[src/sos_pkg.sv]
`default_nettype none
package sos_pkg;

    // limits on the row width and on the number of counted rows
    localparam int MAX_WIDTH = 1024;
    localparam int MAX_ROWS  = 1024;

    // fixed field widths
    localparam int ROI_W      = 11;
    localparam int SPEED_W    = 12;
    localparam int GAIN_W     = 14;
    localparam int LEVEL_W    = 17;
    localparam int RATIO_W    = 17;
    localparam int ANG_W      = 13;
    localparam int CFG_IDX_W  = 4;
    localparam int CFG_DATA_W = 17;
    localparam int CNT_W      = 21;

    // derived widths
    localparam int COL_W    = $clog2(MAX_WIDTH + 1);
    localparam int ROW_W    = $clog2(MAX_ROWS + 1);
    localparam int WCMP_W   = (COL_W > ROI_W) ? COL_W : ROI_W;
    localparam int AREA_W   = COL_W + ROW_W;
    localparam int DIV_W    = (CNT_W > AREA_W + 1) ? CNT_W : AREA_W + 1;
    localparam int STEP_W   = $clog2(RATIO_W + 1);
    localparam int DIFF_W   = RATIO_W + 1;
    localparam int PROD_W   = DIFF_W + GAIN_W + 1;
    localparam int STEER_SH = 18;
    localparam int STEER_W  = PROD_W - STEER_SH;

    // floor(w / 3) as (w * 2731) >> 13, exact for w up to 4096
    localparam int DIV3_MUL = 2731;
    localparam int DIV3_SH  = 13;
    localparam int DIV3_P_W = COL_W + 12;

    localparam logic [CNT_W-1:0]   CNT_MAX        = {CNT_W{1'b1}};
    localparam logic [RATIO_W-1:0] RATIO_FULL     = RATIO_W'(1 << 16);
    localparam logic [LEVEL_W:0]   MIN_STOP_LEVEL = (LEVEL_W + 1)'(655);

    // register indexes
    localparam logic [CFG_IDX_W-1:0] REG_ROI_WIDTH     = CFG_IDX_W'(0);
    localparam logic [CFG_IDX_W-1:0] REG_FORWARD_SPEED = CFG_IDX_W'(1);
    localparam logic [CFG_IDX_W-1:0] REG_CRAWL_SPEED   = CFG_IDX_W'(2);
    localparam logic [CFG_IDX_W-1:0] REG_YAW_LIMIT     = CFG_IDX_W'(3);
    localparam logic [CFG_IDX_W-1:0] REG_STEER_GAIN    = CFG_IDX_W'(4);
    localparam logic [CFG_IDX_W-1:0] REG_CENTER_STOP   = CFG_IDX_W'(5);
    localparam logic [CFG_IDX_W-1:0] REG_SIDE_SLOW     = CFG_IDX_W'(6);
    localparam logic [CFG_IDX_W-1:0] REG_CLEAR_MARGIN  = CFG_IDX_W'(7);

    // register reset values
    localparam logic [ROI_W-1:0]   RST_ROI_WIDTH     = ROI_W'(486);
    localparam logic [SPEED_W-1:0] RST_FORWARD_SPEED = SPEED_W'(82);
    localparam logic [SPEED_W-1:0] RST_CRAWL_SPEED   = SPEED_W'(41);
    localparam logic [SPEED_W-1:0] RST_YAW_LIMIT     = SPEED_W'(461);
    localparam logic [GAIN_W-1:0]  RST_STEER_GAIN    = GAIN_W'(1434);
    localparam logic [LEVEL_W-1:0] RST_CENTER_STOP   = LEVEL_W'(11796);
    localparam logic [LEVEL_W-1:0] RST_SIDE_SLOW     = LEVEL_W'(15729);
    localparam logic [LEVEL_W-1:0] RST_CLEAR_MARGIN  = LEVEL_W'(2621);

    typedef logic [1:0] sector_t;
    localparam sector_t SEC_LEFT   = 2'd0;
    localparam sector_t SEC_CENTER = 2'd1;
    localparam sector_t SEC_RIGHT  = 2'd2;

    typedef struct packed {
        logic    accept;
        logic    load_area;
        logic    div_start;
        logic    store_ratio;
        logic    decide;
        logic    finish;
        sector_t sector;
    } cmd_t;

    typedef struct packed {
        logic div_done;
        logic out_busy;
    } sts_t;

endpackage
`default_nettype wire

[src/sos_div.sv]
`default_nettype none
module sos_div (
    input  wire                           aclk,
    input  wire                           aresetn,
    input  wire                           start,
    input  wire [sos_pkg::CNT_W-1:0]      count,
    input  wire [sos_pkg::AREA_W-1:0]     area,
    output logic                          done,
    output logic [sos_pkg::RATIO_W-1:0]   quot
);
    import sos_pkg::*;

    // restoring division of (count << 16) by area, one quotient bit a cycle
    logic                busy_reg, busy_next;
    logic                done_reg, done_next;
    logic [STEP_W-1:0]   step_reg, step_next;
    logic [DIV_W-1:0]    rem_reg, rem_next;
    logic [AREA_W-1:0]   dvs_reg, dvs_next;
    logic [RATIO_W-1:0]  q_reg, q_next;
    logic [RATIO_W-1:0]  quot_reg, quot_next;
    logic                lsb_reg, lsb_next;
    logic                zero_reg, zero_next;
    logic                ovf_reg, ovf_next;

    logic [DIV_W:0]      rem_shift;
    logic [DIV_W:0]      dvs_ext;
    logic                take;
    logic [RATIO_W-1:0]  q_step;

    always_comb begin
        rem_shift = {rem_reg, lsb_reg};
        dvs_ext   = (DIV_W + 1)'(dvs_reg);
        take      = rem_shift >= dvs_ext;
        q_step    = {q_reg[RATIO_W-2:0], take};

        busy_next = busy_reg;
        done_next = 1'b0;
        step_next = step_reg;
        rem_next  = rem_reg;
        dvs_next  = dvs_reg;
        q_next    = q_reg;
        quot_next = quot_reg;
        lsb_next  = lsb_reg;
        zero_next = zero_reg;
        ovf_next  = ovf_reg;

        if (start) begin
            busy_next = 1'b1;
            step_next = STEP_W'(RATIO_W);
            rem_next  = DIV_W'(count >> 1);
            lsb_next  = count[0];
            dvs_next  = area;
            q_next    = '0;
            zero_next = area == '0;
            ovf_next  = DIV_W'(count) >= DIV_W'({area, 1'b0});
        end else if (busy_reg) begin
            rem_next  = take ? DIV_W'(rem_shift - dvs_ext) : DIV_W'(rem_shift);
            lsb_next  = 1'b0;
            q_next    = q_step;
            step_next = step_reg - STEP_W'(1);
            if (step_reg == STEP_W'(1)) begin
                busy_next = 1'b0;
                done_next = 1'b1;
                priority if (zero_reg) begin
                    quot_next = '0;
                end else if (ovf_reg || q_step > RATIO_FULL) begin
                    quot_next = RATIO_FULL;
                end else begin
                    quot_next = q_step;
                end
            end
        end
    end

    always_ff @(posedge aclk) begin
        if (!aresetn) begin
            busy_reg <= 1'b0;
            done_reg <= 1'b0;
            step_reg <= '0;
        end else begin
            busy_reg <= busy_next;
            done_reg <= done_next;
            step_reg <= step_next;
        end
        rem_reg  <= rem_next;
        dvs_reg  <= dvs_next;
        q_reg    <= q_next;
        quot_reg <= quot_next;
        lsb_reg  <= lsb_next;
        zero_reg <= zero_next;
        ovf_reg  <= ovf_next;
    end

    assign done = done_reg;
    assign quot = quot_reg;

endmodule
`default_nettype wire

[src/sos_dp.sv]
`default_nettype none
module sos_dp (
    input  wire                                 aclk,
    input  wire                                 aresetn,
    input  sos_pkg::cmd_t                       cmd,
    output sos_pkg::sts_t                       sts,
    input  wire                                 cfg_valid,
    input  wire [sos_pkg::CFG_IDX_W-1:0]        cfg_index,
    input  wire [sos_pkg::CFG_DATA_W-1:0]       cfg_data,
    input  wire                                 s_pixel_set,
    input  wire                                 s_row_end,
    input  wire                                 s_frame_end,
    output logic                                m_valid,
    input  wire                                 m_ready,
    output logic [sos_pkg::SPEED_W-1:0]         m_linear_speed,
    output logic signed [sos_pkg::ANG_W-1:0]    m_angular_speed,
    output logic                                m_blocked_flag,
    output logic [sos_pkg::RATIO_W-1:0]         m_left_ratio,
    output logic [sos_pkg::RATIO_W-1:0]         m_center_ratio,
    output logic [sos_pkg::RATIO_W-1:0]         m_right_ratio
);
    import sos_pkg::*;

    // configuration registers
    logic [ROI_W-1:0]   roi_width_reg;
    logic [SPEED_W-1:0] forward_speed_reg, crawl_speed_reg, yaw_limit_reg;
    logic [GAIN_W-1:0]  steer_gain_reg;
    logic [LEVEL_W-1:0] center_stop_reg, side_slow_reg, clear_margin_reg;

    always_ff @(posedge aclk) begin
        if (!aresetn) begin
            roi_width_reg     <= RST_ROI_WIDTH;
            forward_speed_reg <= RST_FORWARD_SPEED;
            crawl_speed_reg   <= RST_CRAWL_SPEED;
            yaw_limit_reg     <= RST_YAW_LIMIT;
            steer_gain_reg    <= RST_STEER_GAIN;
            center_stop_reg   <= RST_CENTER_STOP;
            side_slow_reg     <= RST_SIDE_SLOW;
            clear_margin_reg  <= RST_CLEAR_MARGIN;
        end else if (cfg_valid) begin
            unique case (cfg_index)
                REG_ROI_WIDTH:     roi_width_reg     <= cfg_data[ROI_W-1:0];
                REG_FORWARD_SPEED: forward_speed_reg <= cfg_data[SPEED_W-1:0];
                REG_CRAWL_SPEED:   crawl_speed_reg   <= cfg_data[SPEED_W-1:0];
                REG_YAW_LIMIT:     yaw_limit_reg     <= cfg_data[SPEED_W-1:0];
                REG_STEER_GAIN:    steer_gain_reg    <= cfg_data[GAIN_W-1:0];
                REG_CENTER_STOP:   center_stop_reg   <= cfg_data[LEVEL_W-1:0];
                REG_SIDE_SLOW:     side_slow_reg     <= cfg_data[LEVEL_W-1:0];
                REG_CLEAR_MARGIN:  clear_margin_reg  <= cfg_data[LEVEL_W-1:0];
                default: ;
            endcase
        end
    end

    // sector geometry from the row width
    logic [COL_W-1:0]    w_eff, p_raw, p_sec, sw0, sw1, sw2, rest0, bound1, sw_sel;
    logic [DIV3_P_W-1:0] p_full;

    always_comb begin
        priority if (roi_width_reg == '0) begin
            w_eff = COL_W'(1);
        end else if (WCMP_W'(roi_width_reg) > WCMP_W'(MAX_WIDTH)) begin
            w_eff = COL_W'(MAX_WIDTH);
        end else begin
            w_eff = COL_W'(roi_width_reg);
        end
        p_full = DIV3_P_W'(w_eff) * DIV3_P_W'(DIV3_MUL);
        p_raw  = COL_W'(p_full >> DIV3_SH);
        p_sec  = (p_raw == '0) ? COL_W'(1) : p_raw;
        sw0    = (p_sec < w_eff) ? p_sec : w_eff;
        rest0  = w_eff - sw0;
        sw1    = (p_sec < rest0) ? p_sec : rest0;
        bound1 = sw0 + sw1;
        sw2    = w_eff - bound1;
        unique case (cmd.sector)
            SEC_LEFT:   sw_sel = sw0;
            SEC_CENTER: sw_sel = sw1;
            default:    sw_sel = sw2;
        endcase
    end

    // pixel accumulation
    logic [COL_W-1:0] col_reg;
    logic [ROW_W-1:0] rows_reg;
    logic [CNT_W-1:0] cnt_reg [3];
    logic             in_roi;
    logic             row_done;
    sector_t          pix_sector;

    always_comb begin
        in_roi   = (col_reg < w_eff) && (rows_reg < ROW_W'(MAX_ROWS));
        row_done = s_row_end || s_frame_end;
        priority if (col_reg < sw0) begin
            pix_sector = SEC_LEFT;
        end else if (col_reg < bound1) begin
            pix_sector = SEC_CENTER;
        end else begin
            pix_sector = SEC_RIGHT;
        end
    end

    always_ff @(posedge aclk) begin
        if (!aresetn || cmd.finish) begin
            col_reg  <= '0;
            rows_reg <= '0;
            for (int i = 0; i < 3; i++) begin
                cnt_reg[i] <= '0;
            end
        end else if (cmd.accept) begin
            if (s_pixel_set && in_roi && cnt_reg[pix_sector] != CNT_MAX) begin
                cnt_reg[pix_sector] <= cnt_reg[pix_sector] + CNT_W'(1);
            end
            if (row_done) begin
                col_reg <= '0;
                if (rows_reg < ROW_W'(MAX_ROWS)) begin
                    rows_reg <= rows_reg + ROW_W'(1);
                end
            end else if (col_reg < w_eff) begin
                col_reg <= col_reg + COL_W'(1);
            end
        end
    end

    // sector area and count staging for the divider
    logic [AREA_W-1:0] area_reg;
    logic [CNT_W-1:0]  dcount_reg;

    always_ff @(posedge aclk) begin
        if (cmd.load_area) begin
            area_reg   <= AREA_W'(sw_sel) * AREA_W'(rows_reg);
            dcount_reg <= cnt_reg[cmd.sector];
        end
    end

    logic               div_done;
    logic [RATIO_W-1:0] div_quot;

    sos_div u_div (
        .aclk    (aclk),
        .aresetn (aresetn),
        .start   (cmd.div_start),
        .count   (dcount_reg),
        .area    (area_reg),
        .done    (div_done),
        .quot    (div_quot)
    );

    logic [RATIO_W-1:0] ratio_reg [3];

    always_ff @(posedge aclk) begin
        if (cmd.store_ratio) begin
            ratio_reg[cmd.sector] <= div_quot;
        end
    end

    // decision, first step: threshold, side test, steering product
    logic signed [LEVEL_W:0]  thr_raw, thr;
    logic signed [DIFF_W-1:0] diff;
    logic                     blocked_reg, side_reg, was_blocked_reg;
    logic signed [PROD_W-1:0] prod_reg;

    always_comb begin
        thr_raw = $signed({1'b0, center_stop_reg}) - $signed({1'b0, clear_margin_reg});
        if (was_blocked_reg) begin
            thr = (thr_raw < $signed(MIN_STOP_LEVEL)) ? $signed(MIN_STOP_LEVEL) : thr_raw;
        end else begin
            thr = $signed({1'b0, center_stop_reg});
        end
        diff = $signed({1'b0, ratio_reg[0]}) - $signed({1'b0, ratio_reg[2]});
    end

    always_ff @(posedge aclk) begin
        if (cmd.decide) begin
            blocked_reg <= $signed({1'b0, ratio_reg[1]}) >= thr;
            side_reg    <= (ratio_reg[0] >= side_slow_reg) || (ratio_reg[2] >= side_slow_reg);
            prod_reg    <= PROD_W'(diff) * $signed(PROD_W'({1'b0, steer_gain_reg}));
        end
    end

    // decision, second step: speeds
    logic signed [STEER_W-1:0] steer, turn_s, steer_c, ang_full;
    logic [SPEED_W-1:0]        lin;

    always_comb begin
        steer  = prod_reg[PROD_W-1:STEER_SH];
        turn_s = $signed(STEER_W'(yaw_limit_reg));
        priority if (steer > turn_s) begin
            steer_c = turn_s;
        end else if (steer < -turn_s) begin
            steer_c = -turn_s;
        end else begin
            steer_c = steer;
        end
        priority if (blocked_reg) begin
            lin      = '0;
            ang_full = (ratio_reg[0] < ratio_reg[2]) ? turn_s : -turn_s;
        end else if (side_reg) begin
            lin      = crawl_speed_reg;
            ang_full = -steer_c;
        end else begin
            lin      = forward_speed_reg;
            ang_full = '0;
        end
    end

    always_ff @(posedge aclk) begin
        if (!aresetn) begin
            was_blocked_reg <= 1'b0;
        end else if (cmd.finish) begin
            was_blocked_reg <= blocked_reg;
        end
    end

    // output register
    logic m_valid_reg;

    always_ff @(posedge aclk) begin
        if (!aresetn) begin
            m_valid_reg <= 1'b0;
        end else if (cmd.finish) begin
            m_valid_reg <= 1'b1;
        end else if (m_ready) begin
            m_valid_reg <= 1'b0;
        end
        if (cmd.finish) begin
            m_linear_speed  <= lin;
            m_angular_speed <= ang_full[ANG_W-1:0];
            m_blocked_flag  <= blocked_reg;
            m_left_ratio    <= ratio_reg[0];
            m_center_ratio  <= ratio_reg[1];
            m_right_ratio   <= ratio_reg[2];
        end
    end

    assign m_valid      = m_valid_reg;
    assign sts.div_done = div_done;
    assign sts.out_busy = m_valid_reg && !m_ready;

    a_clear_after_frame: assert property (@(posedge aclk) disable iff (!aresetn)
        cmd.finish |=> (col_reg == '0 && rows_reg == '0 && cnt_reg[0] == '0
                        && cnt_reg[1] == '0 && cnt_reg[2] == '0))
        else $error("frame state not cleared after result");

    a_blocked_stops: assert property (@(posedge aclk) disable iff (!aresetn)
        (m_valid_reg && m_blocked_flag) |-> m_linear_speed == '0)
        else $error("blocked frame with nonzero linear speed");

    a_ratio_range: assert property (@(posedge aclk) disable iff (!aresetn)
        m_valid_reg |-> (m_left_ratio <= RATIO_FULL && m_center_ratio <= RATIO_FULL
                         && m_right_ratio <= RATIO_FULL))
        else $error("occupancy ratio above full scale");

endmodule
`default_nettype wire

[src/sos_ctrl.sv]
`default_nettype none
module sos_ctrl (
    input  wire                aclk,
    input  wire                aresetn,
    input  wire                s_valid,
    output logic               s_ready,
    input  wire                s_frame_end,
    input  sos_pkg::sts_t      sts,
    output sos_pkg::cmd_t      cmd
);
    import sos_pkg::*;

    typedef enum logic [5:0] {
        ST_IDLE    = 6'b000001,
        ST_AREA    = 6'b000010,
        ST_DIVGO   = 6'b000100,
        ST_DIVWAIT = 6'b001000,
        ST_DEC1    = 6'b010000,
        ST_DEC2    = 6'b100000
    } state_t;

    state_t  state_reg, state_next;
    sector_t sector_reg, sector_next;

    always_comb begin
        state_next      = state_reg;
        sector_next     = sector_reg;
        s_ready         = 1'b0;
        cmd             = '0;
        cmd.sector      = sector_reg;
        unique case (state_reg)
            ST_IDLE: begin
                s_ready    = 1'b1;
                cmd.accept = s_valid;
                if (s_valid && s_frame_end) begin
                    state_next  = ST_AREA;
                    sector_next = SEC_LEFT;
                end
            end
            ST_AREA: begin
                cmd.load_area = 1'b1;
                state_next    = ST_DIVGO;
            end
            ST_DIVGO: begin
                cmd.div_start = 1'b1;
                state_next    = ST_DIVWAIT;
            end
            ST_DIVWAIT: begin
                if (sts.div_done) begin
                    cmd.store_ratio = 1'b1;
                    if (sector_reg == SEC_RIGHT) begin
                        state_next = ST_DEC1;
                    end else begin
                        sector_next = sector_reg + 2'd1;
                        state_next  = ST_AREA;
                    end
                end
            end
            ST_DEC1: begin
                cmd.decide = 1'b1;
                state_next = ST_DEC2;
            end
            ST_DEC2: begin
                if (!sts.out_busy) begin
                    cmd.finish = 1'b1;
                    state_next = ST_IDLE;
                end
            end
            default: begin
                state_next = ST_IDLE;
            end
        endcase
    end

    always_ff @(posedge aclk) begin
        if (!aresetn) begin
            state_reg  <= ST_IDLE;
            sector_reg <= SEC_LEFT;
        end else begin
            state_reg  <= state_next;
            sector_reg <= sector_next;
        end
    end

    a_done_when_waiting: assert property (@(posedge aclk) disable iff (!aresetn)
        sts.div_done |-> state_reg == ST_DIVWAIT)
        else $error("divider finished outside its wait state");

    a_sector_range: assert property (@(posedge aclk) disable iff (!aresetn)
        sector_reg == SEC_LEFT || sector_reg == SEC_CENTER || sector_reg == SEC_RIGHT)
        else $error("sector index out of range");

    a_result_closes_frame: assert property (@(posedge aclk) disable iff (!aresetn)
        cmd.finish |=> (state_reg == ST_IDLE && s_ready))
        else $error("pixel input not reopened after result");

endmodule
`default_nettype wire

[src/sector_occupancy_steering.sv]
`default_nettype none
// channel  | direction | handshake              | payload
// ---------+-----------+------------------------+-----------------------------------------
// s_       | in        | s_valid / s_ready      | pixel_set, row_end, frame_end
// m_       | out       | m_valid / m_ready      | linear_speed, angular_speed, blocked_flag,
//          |           |                        | left/center/right_ratio
// cfg_     | in        | cfg_valid / cfg_ready  | cfg_index (4b), cfg_data (17b)
//
// one pixel beat per cycle; pixels stream back to back inside a frame
// the frame-end beat starts a sequencer: three sector divides on one shared
// restoring divider, then the decision states DEC1 and DEC2, before the pixel
// input opens again
// the result waits in an output register; the next frame's pixels are taken
// meanwhile; after a following frame end the sequencer stalls while it is unread
// synchronous active-low reset; configuration writes are always accepted
module sector_occupancy_steering (
    input  wire                                 aclk,
    input  wire                                 aresetn,
    // configuration write channel
    input  wire                                 cfg_valid,
    output logic                                cfg_ready,
    input  wire [sos_pkg::CFG_IDX_W-1:0]        cfg_index,
    input  wire [sos_pkg::CFG_DATA_W-1:0]       cfg_data,
    // mask pixel stream
    input  wire                                 s_valid,
    output logic                                s_ready,
    input  wire                                 s_pixel_set,
    input  wire                                 s_row_end,
    input  wire                                 s_frame_end,
    // steering result
    output logic                                m_valid,
    input  wire                                 m_ready,
    output logic [sos_pkg::SPEED_W-1:0]         m_linear_speed,
    output logic signed [sos_pkg::ANG_W-1:0]    m_angular_speed,
    output logic                                m_blocked_flag,
    output logic [sos_pkg::RATIO_W-1:0]         m_left_ratio,
    output logic [sos_pkg::RATIO_W-1:0]         m_center_ratio,
    output logic [sos_pkg::RATIO_W-1:0]         m_right_ratio
);
    import sos_pkg::*;

    cmd_t cmd;
    sts_t sts;

    // register file never stalls a write
    assign cfg_ready = 1'b1;

    // sequencer: pixel intake, divide loop over the sectors, decision, result
    sos_ctrl u_ctrl (
        .aclk        (aclk),
        .aresetn     (aresetn),
        .s_valid     (s_valid),
        .s_ready     (s_ready),
        .s_frame_end (s_frame_end),
        .sts         (sts),
        .cmd         (cmd)
    );

    // counters, config registers, divider, steering math and output register
    sos_dp u_dp (
        .aclk            (aclk),
        .aresetn         (aresetn),
        .cmd             (cmd),
        .sts             (sts),
        .cfg_valid       (cfg_valid),
        .cfg_index       (cfg_index),
        .cfg_data        (cfg_data),
        .s_pixel_set     (s_pixel_set),
        .s_row_end       (s_row_end),
        .s_frame_end     (s_frame_end),
        .m_valid         (m_valid),
        .m_ready         (m_ready),
        .m_linear_speed  (m_linear_speed),
        .m_angular_speed (m_angular_speed),
        .m_blocked_flag  (m_blocked_flag),
        .m_left_ratio    (m_left_ratio),
        .m_center_ratio  (m_center_ratio),
        .m_right_ratio   (m_right_ratio)
    );

endmodule
`default_nettype wire

[config.mk]
export PLATFORM = sky130hd
export DESIGN_NAME = sector_occupancy_steering
export DESIGN_NICKNAME = d
export VERILOG_FILES = /design/src/sos_pkg.sv /design/src/sos_div.sv /design/src/sos_dp.sv /design/src/sos_ctrl.sv /design/src/sector_occupancy_steering.sv
export SDC_FILE = /design/constraint.sdc
export NUM_CORES = 2
export LEC_CHECK = 0
export ABC_AREA = 1
export BUFFER_PORTS_ARGS = -buffer_cell sky130_fd_sc_hd__buf_2
export CORE_ASPECT_RATIO = 0.7
export CORE_MARGIN = 5
export CORE_UTILIZATION = 45
export CTS_BUF_LIST = sky130_fd_sc_hd__clkbuf_8
export DETAILED_ROUTE_END_ITERATION = 7
export HOLD_SLACK_MARGIN = 0.12
export PLACE_DENSITY = 0.66
export SYNTH_ARGS = -nofsm -noshare
export SYNTH_HDL_FRONTEND = slang
export SYNTH_HIERARCHICAL = 1
export SYNTH_SLANG_ARGS = --single-unit
[constraint.sdc]
create_clock -name aclk -period 20 [get_ports aclk]
set_clock_uncertainty 0.05 [all_clocks]
set_input_delay 2 -clock aclk [delete_from_list [all_inputs] [get_ports aclk]]
set_output_delay 2 -clock aclk [all_outputs]
set_load 0.1 [all_outputs]
Yosys cells after proc, flatten, opt, wreduce, memory -nomap -nowiden
Memories as Yosys holds them, arrays and structs flattened. A register that Yosys moved wholly into a read port is not among the register bits. Cells that the tools add are included.

Flip-flop bits (word level): 366. Latch bits: 0. Memory bits (read-only): 0. Input port bits: 29. Output and inout bits: 80. Logic and storage cells: 194. RAM bits: 114. Memories: 2.

$add $sub $neg: 13. Bitwise operators: 3. Shifts and indexed selects: 0. Magnitude comparators: 17. Divide/modulo/power cells: 0. Eq/ne operators: 21. Multipliers: 3. Reduce and logical (&&, ||, !) cells: 37. Mux-type cells: 61.

Memories: u_dp.cnt_reg (depth 3, width 21, read ports 2, clocked after memory_dff 1, write ports 3, line sos_dp.sv:85) `logic [CNT_W-1:0] cnt_reg [3];`; u_dp.ratio_reg (depth 3, width 17, read ports 3, clocked after memory_dff 0, write ports 1, line sos_dp.sv:148) `logic [RATIO_W-1:0] ratio_reg [3];`.

Operators by type and width (count): 11-bit two-way mux (6); 13-bit two-way mux (5); 11-bit less-than comparator (5); 20-bit two-way mux (2); 18-bit two-way mux (2); 6-bit one-hot mux with 6 select lines (1); 17-bit by 17-bit subtractor with 18-bit output (2); 17-bit greater-or-equal comparator (2); 18-bit by 15-bit multiplier with 33-bit output (1); 1-bit two-way mux (26); 24-bit by 22-bit greater-or-equal comparator with 1-bit output (1); 21-bit by 23-bit greater-or-equal comparator with 1-bit output (1); 11-bit by 12-bit multiplier with 23-bit output (second input constant) (1); 23-bit two-way mux (1); 23-bit by 22-bit subtractor with 23-bit output (1); 11-bit by 1-bit adder with 11-bit output (second input constant) (2); 11-bit logical NOT (2); 22-bit logical NOT (1); 11-bit by 11-bit multiplier with 22-bit output (1); 11-bit one-hot mux with 2 select lines (1); 11-bit subtractor (2); 21-bit by 1-bit adder with 21-bit output (second input constant) (1); 21-bit two-way mux (1); 21-bit != test (second input constant) (1); other kinds (47) (86).

Logic depth before layout (Yosys ltp)
An unclocked memory read counts as a cell.

Depth after elaboration: 24. Depth in mapped cells: 103. Depth with buffers taken out: 101.

Cells and area by module
The synthesis kept the hierarchy.

Modules (own cells, without submodules): sos_dp (instances 1, cells an instance 4308, area an instance 37268.2 um2, seq. area each 10890.4 um2); sos_div (instances 1, cells an instance 736, area an instance 5666.7 um2, seq. area each 2382.3 um2); sos_ctrl (instances 1, cells an instance 74, area an instance 483.0 um2, seq. area each 160.2 um2); sector_occupancy_steering (instances 1, cells an instance 2, area an instance 11.3 um2, seq. area each 0.0 um2).

Worst setup path after synthesis
OpenSTA, ideal clock, no wires.

Path kind: register to register. Start point: register u_dp.roi_width_reg[0]. End point: register u_dp.area_reg[21], data pin. Setup time: 261 ps. Period minus slack after synthesis: 16330 ps. Path buffers: 1. Data required time: 19689 ps. Cell stages (with the launch flop): 94. Slack: 3670 ps. Data arrival time: 16019 ps. Path through: dfxtp_1 -> inv_1 -> nand4_1 -> nor4_1 -> a21oi_1 -> inv_1 -> nand2_1 -> inv_1 -> ha_1 -> ha_1 -> or2_2 -> fa_1 -> inv_1 -> fa_1 -> fa_1 -> inv_1 -> ha_1 -> nand2_1 -> (+58 left out) -> fa_1 -> inv_1 -> ha_1 -> inv_1 -> o21bai_1 -> a21oi_1 -> o21bai_1 -> nand2_1 -> nand2_1 -> a21oi_1 -> o21ai_0 -> a21o_1 -> a21oi_1 -> nor2_1 -> nor2_1 -> nor2_1 -> nor2_1 -> xor2_1.

Word-level cells in the longest chain between the ends: 15. Elaborated cells between the ends (all ways): 16. Classes of those cells: add/sub: 3; mul: 2; order compare: 3; mux: 6; reduce/logical: 2.

Ends and longest elaborated chain: start, declared (line sos_dp.sv:25) `logic [ROI_W-1:0] roi_width_reg;`; start signal, assigned (line sos_dp.sv:42) `REG_ROI_WIDTH: roi_width_reg <= cfg_data[ROI_W-1:0];`; 11-bit > comparator (line sos_dp.sv:62) `end else if (WCMP_W'(roi_width_reg) > WCMP_W'(MAX_WIDTH)) begin`; 11-bit two-way mux (line sos_dp.sv:62); 11-bit two-way mux (*) (line sos_dp.sv:60) `priority if (roi_width_reg == '0) begin`; 11-bit by 12-bit multiplier with 23-bit output (line sos_dp.sv:67) `p_full = DIV3_P_W'(w_eff) * DIV3_P_W'(DIV3_MUL);`; 11-bit logical NOT (line sos_dp.sv:69) `p_sec = (p_raw == '0) ? COL_W'(1) : p_raw;`; 10-bit two-way mux (line sos_dp.sv:69); 11-bit less-than comparator (line sos_dp.sv:70) `sw0 = (p_sec < w_eff) ? p_sec : w_eff;`; 11-bit two-way mux (line sos_dp.sv:70); 11-bit subtractor (line sos_dp.sv:71) `rest0 = w_eff - sw0;`; 11-bit less-than comparator (line sos_dp.sv:72) `sw1 = (p_sec < rest0) ? p_sec : rest0;`; 11-bit two-way mux (line sos_dp.sv:72); 11-bit adder (line sos_dp.sv:73) `bound1 = sw0 + sw1;`; 11-bit subtractor (line sos_dp.sv:74) `sw2 = w_eff - bound1;`; 11-bit one-hot mux with 2 select lines (*) (line sos_dp.sv:75) `unique case (cmd.sector)`; 11-bit by 11-bit multiplier with 22-bit output (*) (line sos_dp.sv:130) `area_reg <= AREA_W'(sw_sel) * AREA_W'(rows_reg);`; end signal, assigned (line sos_dp.sv:130); end, declared (line sos_dp.sv:125) `logic [AREA_W-1:0] area_reg;`.

Every way passes the cells marked *; elsewhere a longest branch is shown, timed or not. A chain may end at the register's enable or synchronous reset.

Worst setup path after layout
Start point: register u_dp.roi_width_reg[10]. End point: register u_dp.area_reg[21], data pin.

Same word-level chain as after synthesis.

==> results.py <==
metrics = {
    "status": {
        "status": "complete, no violations",
    },
    "clock_network": {
        "postCtsSetupBuffers": 0,
        "cts-hold-fix-buffers": 0,
        "cts_tree": "done",
        "cts_num_sinks": 504,
        "path_clk_slew_ns": 0.07,
        "cts-root-buf": "clkbuf_8",
        "numCtsBuffers": 83,
        "h-tree-depth": 3,
        "cts_max_path_buffers": 3,
        "cts_resized": 0,
        "clk_latency_ns": 0.75,
    },
    "sta": {
        "drv_slew": 0,
        "finalCritPeriodShare": 0.922,
        "fin_crit_ns": 18.45,
        "maxSlewHeadroom": 0.173,
        "hold_viol_final": 0,
        "rsz0062_at_grt": "false",
        "fmax_mhz": 54.2,
        "setup_tns_ns": 0,
        "worst_pin_slew_ns": 1.24,
        "setup_violations": 0,
    },
    "final_layout": {
        "synthToLayoutAreaGrowth_pct": 8.16,
        "seqCellArea_um2": 13400,
        "largest_reg_flops": 84,
        "fin_util": 0.490,
        "nets": 6060,
        "drive_gt1_frac": 0.0778,
        "multiInputGateArea_um2": 25800,
        "nFillCells": 9130,
    },
    "pwr": {
        "leakage_nw": 22.7,
        "internal_power_mw": 2.77,
        "swShare": 0.486,
        "p_seq_frac": 0.227,
        "power.switching_mw": 2.61,
        "p_per_area_nw_per_um2": 114,
        "pwr-share-clk": 0.172,
        "ir_worst_vdd_mv": 0.209,
        "power_frac_comb": 0.601,
    },
    "placed_design": {
        "globalplace.congestion": 0.973,
        "io_buffers": 107,
        "dp_hpwl_um": 94800,
    },
    "critical_path": {
        "r2r_setup_slack_ns": 1.55,
        "cp_top_family": "adder cells",
        "arrival_ns": 18.86,
        "cpPeakStageDelay_ns": 0.64,
        "worst-setup-path-type": "flip-flop to flip-flop",
        "start_kind": "flip-flop",
        "cp-end-kind": "flip-flop",
        "slowest_stage": "dfxtp_1",
        "worstPathMaxFanout": 18,
        "regToRegEndpoint": "u_dp/area_reg[21]",
        "cp.required_ns": 20.42,
        "rr_startpoint": "u_dp/roi_width_reg[10]",
        "crit_buf_inv": 15,
        "r2r_cells": 88,
    },
    "logic_synthesis": {
        "synth-edff-count": 334,
        "synth.area.mux_share": 0,
        "yosysTopAreaCellShare": 0.231,
        "seq_area_frac_synth": 0.309,
        "ys_seq_elements": 504,
        "synthArstFlopShare": 0,
        "synth_top_family_by_area": "adder cells",
        "synth.largest_area_cell": "edfxtp_1",
        "synth_compound_area_frac": 0.0925,
        "syn_area_um2": 43400,
        "ys_top_cells_by_area": "edfxtp_1 23%, fa_1 17%, ha_1 12%",
        "syn_avg_cell_area_um2": 8.48,
        "synth.distinct_cells": 66,
        "ys_warn_count": 6,
        "synthAdderAreaFrac": 0.289,
        "netlist_instances": 5120,
        "synth_xor_area_frac": 0.0228,
        "synthSimpleGateAreaFrac": 0.187,
        "ys.flop_type": "edfxtp_1",
    },
    "floorplanning": {
        "die_height_um": 270,
        "die-area_um2": 103000,
        "die-width_um": 381,
        "initial_core_util": 0.453,
        "core_um2": 95900,
        "rows": 95,
        "num_io_pins": 109,
    },
    "hold_path": {
        "hold_class": "flip-flop to flip-flop",
        "min-delay-start": "u_dp/forward_speed_reg[1]",
        "worst_hold_path.num_cells": 2,
        "hold_path_end": "u_dp/forward_speed_reg[1]",
    },
    "route": {
        "viasPerCell": 5.29,
        "drc_errors": 0,
        "dr_total_vias": 34800,
        "postRouteWirelength_um": 122000,
        "drt-initial-drc-count": 3095,
        "first_pass_iters": 6,
        "wire_per_inst_um": 18.6,
        "antenna_left": 0,
    },
    "global_routing": {
        "grt.overflow.total": 0,
        "antenna_found_initial": 3,
        "grt_first_pass_wirelength_um": 191000,
        "grt_use_total": 0.235,
        "grt_pass1_vias": 33600,
        "grt_max_degree": 91,
    },
    "run": {
        "drv_cap": 0,
    },
}
## cell type report
type,count,area share
multi-input combinational,3519,0.549
sequential,504,0.286
inverter,998,0.0798
tap,1261,0.0336
clock buffer,91,0.0267
timing repair buffer,137,0.0162
clock inverter,59,0.00823
antenna,4,0.000213
## layout by cell type (no fill, tap or decap), types with 170 or more instances in the layout
cell	synthesis	routed
inv_1	973	991
nand2_1	848	848
nor2_1	572	569
ha_1	430	430
fa_1	358	358
edfxtp_1	334	334
a21oi_1	291	290
o21ai_0	248	247
nand3_1	205	205
dfxtp_1	170	170
## routing by layer
layer | wire length [um] | vias to the layer above | GRT usage
met2 | 51200 | 1315 | 0.343
met5 | 0 | - | 0
met4 | 2740 | 0 | 0.0595
met1 | 56900 | 16600 | 0.349
li1 | - | 16700 | -
met3 | 11400 | 177 | 0.0585
## cell usage after synthesis (35+ instances only)
cell / number
nand4_1: 64
nand3_1: 205
or2_2: 35
o21ai_0: 248
fa_1: 358
ha_1: 430
inv_1: 973
dfxtp_1: 170
clkbuf_1: 95
nand2_1: 848
edfxtp_1: 334
a21oi_1: 291
nor2_1: 572
xor2_1: 82
## worst reg2reg max path, delay by kind of cell (launching register included)
family                   cells  cell delay [ns]
AND/OR/NAND/NOR             31             3.92
adder cells (fa/ha/maj)     19             7.48
buffers and inverters       15             1.57
XOR/XNOR                     3             0.44
AO/OA/AOI/OAI               20             4.07
flip-flops                   1             0.64
## worst max-delay path by stage
stage,from,to,slack (ns),depth (start not counted)
2_1_floorplan,u_dp/roi_width_reg[0],u_dp/area_reg[21],3.67,93
3_3_place_gp,u_dp/roi_width_reg[10],u_dp/area_reg[21],1.72,92
3_5_place_dp,u_dp/roi_width_reg[10],u_dp/area_reg[21],1.34,90
4_1_cts,u_dp/roi_width_reg[10],u_dp/area_reg[21],1.26,90
5_1_grt,u_dp/roi_width_reg[4],u_dp/area_reg[21],0.09,90
6_report,u_dp/roi_width_reg[10],u_dp/area_reg[21],1.55,88
## stage by stage
step	setup WS, ns	area [um^2]	power (mW)	hold WS, ns	instances
floorplan	3.67	43500	3.63	0.374	5141
global placement	1.72	45300	4.34	0.383	6419
detailed placement	1.34	45300	4.40	0.389	6419
CTS	1.26	46900	5.35	0.405	6569
global route	0.0947	47000	5.86	0.435	6571
finish	1.55	47000	5.38	0.405	6573
## cell families after synthesis
group / Yosys count
compound gates: 717
buf+inv: 1118
flops: 504
fa+ha+maj: 788
simple gates: 1878
xor+xnor: 112
other cells: 3
## power by group through the flow
| stage | Sequential, mW | Clock [mW] | Combinational (mW) |
|---|---|---|---|
| 6_report | 1.22 | 0.922 | 3.23 |
| 5_1_grt | 1.23 | 0.996 | 3.64 |
| 4_1_cts | 1.22 | 0.946 | 3.18 |
| 3_5_place_dp | 1.24 | 0 | 3.15 |
| 3_3_place_gp | 1.24 | 0 | 3.10 |
| 2_1_floorplan | 1.23 | 0 | 2.40 |
(Power assumes the default switching activity.)
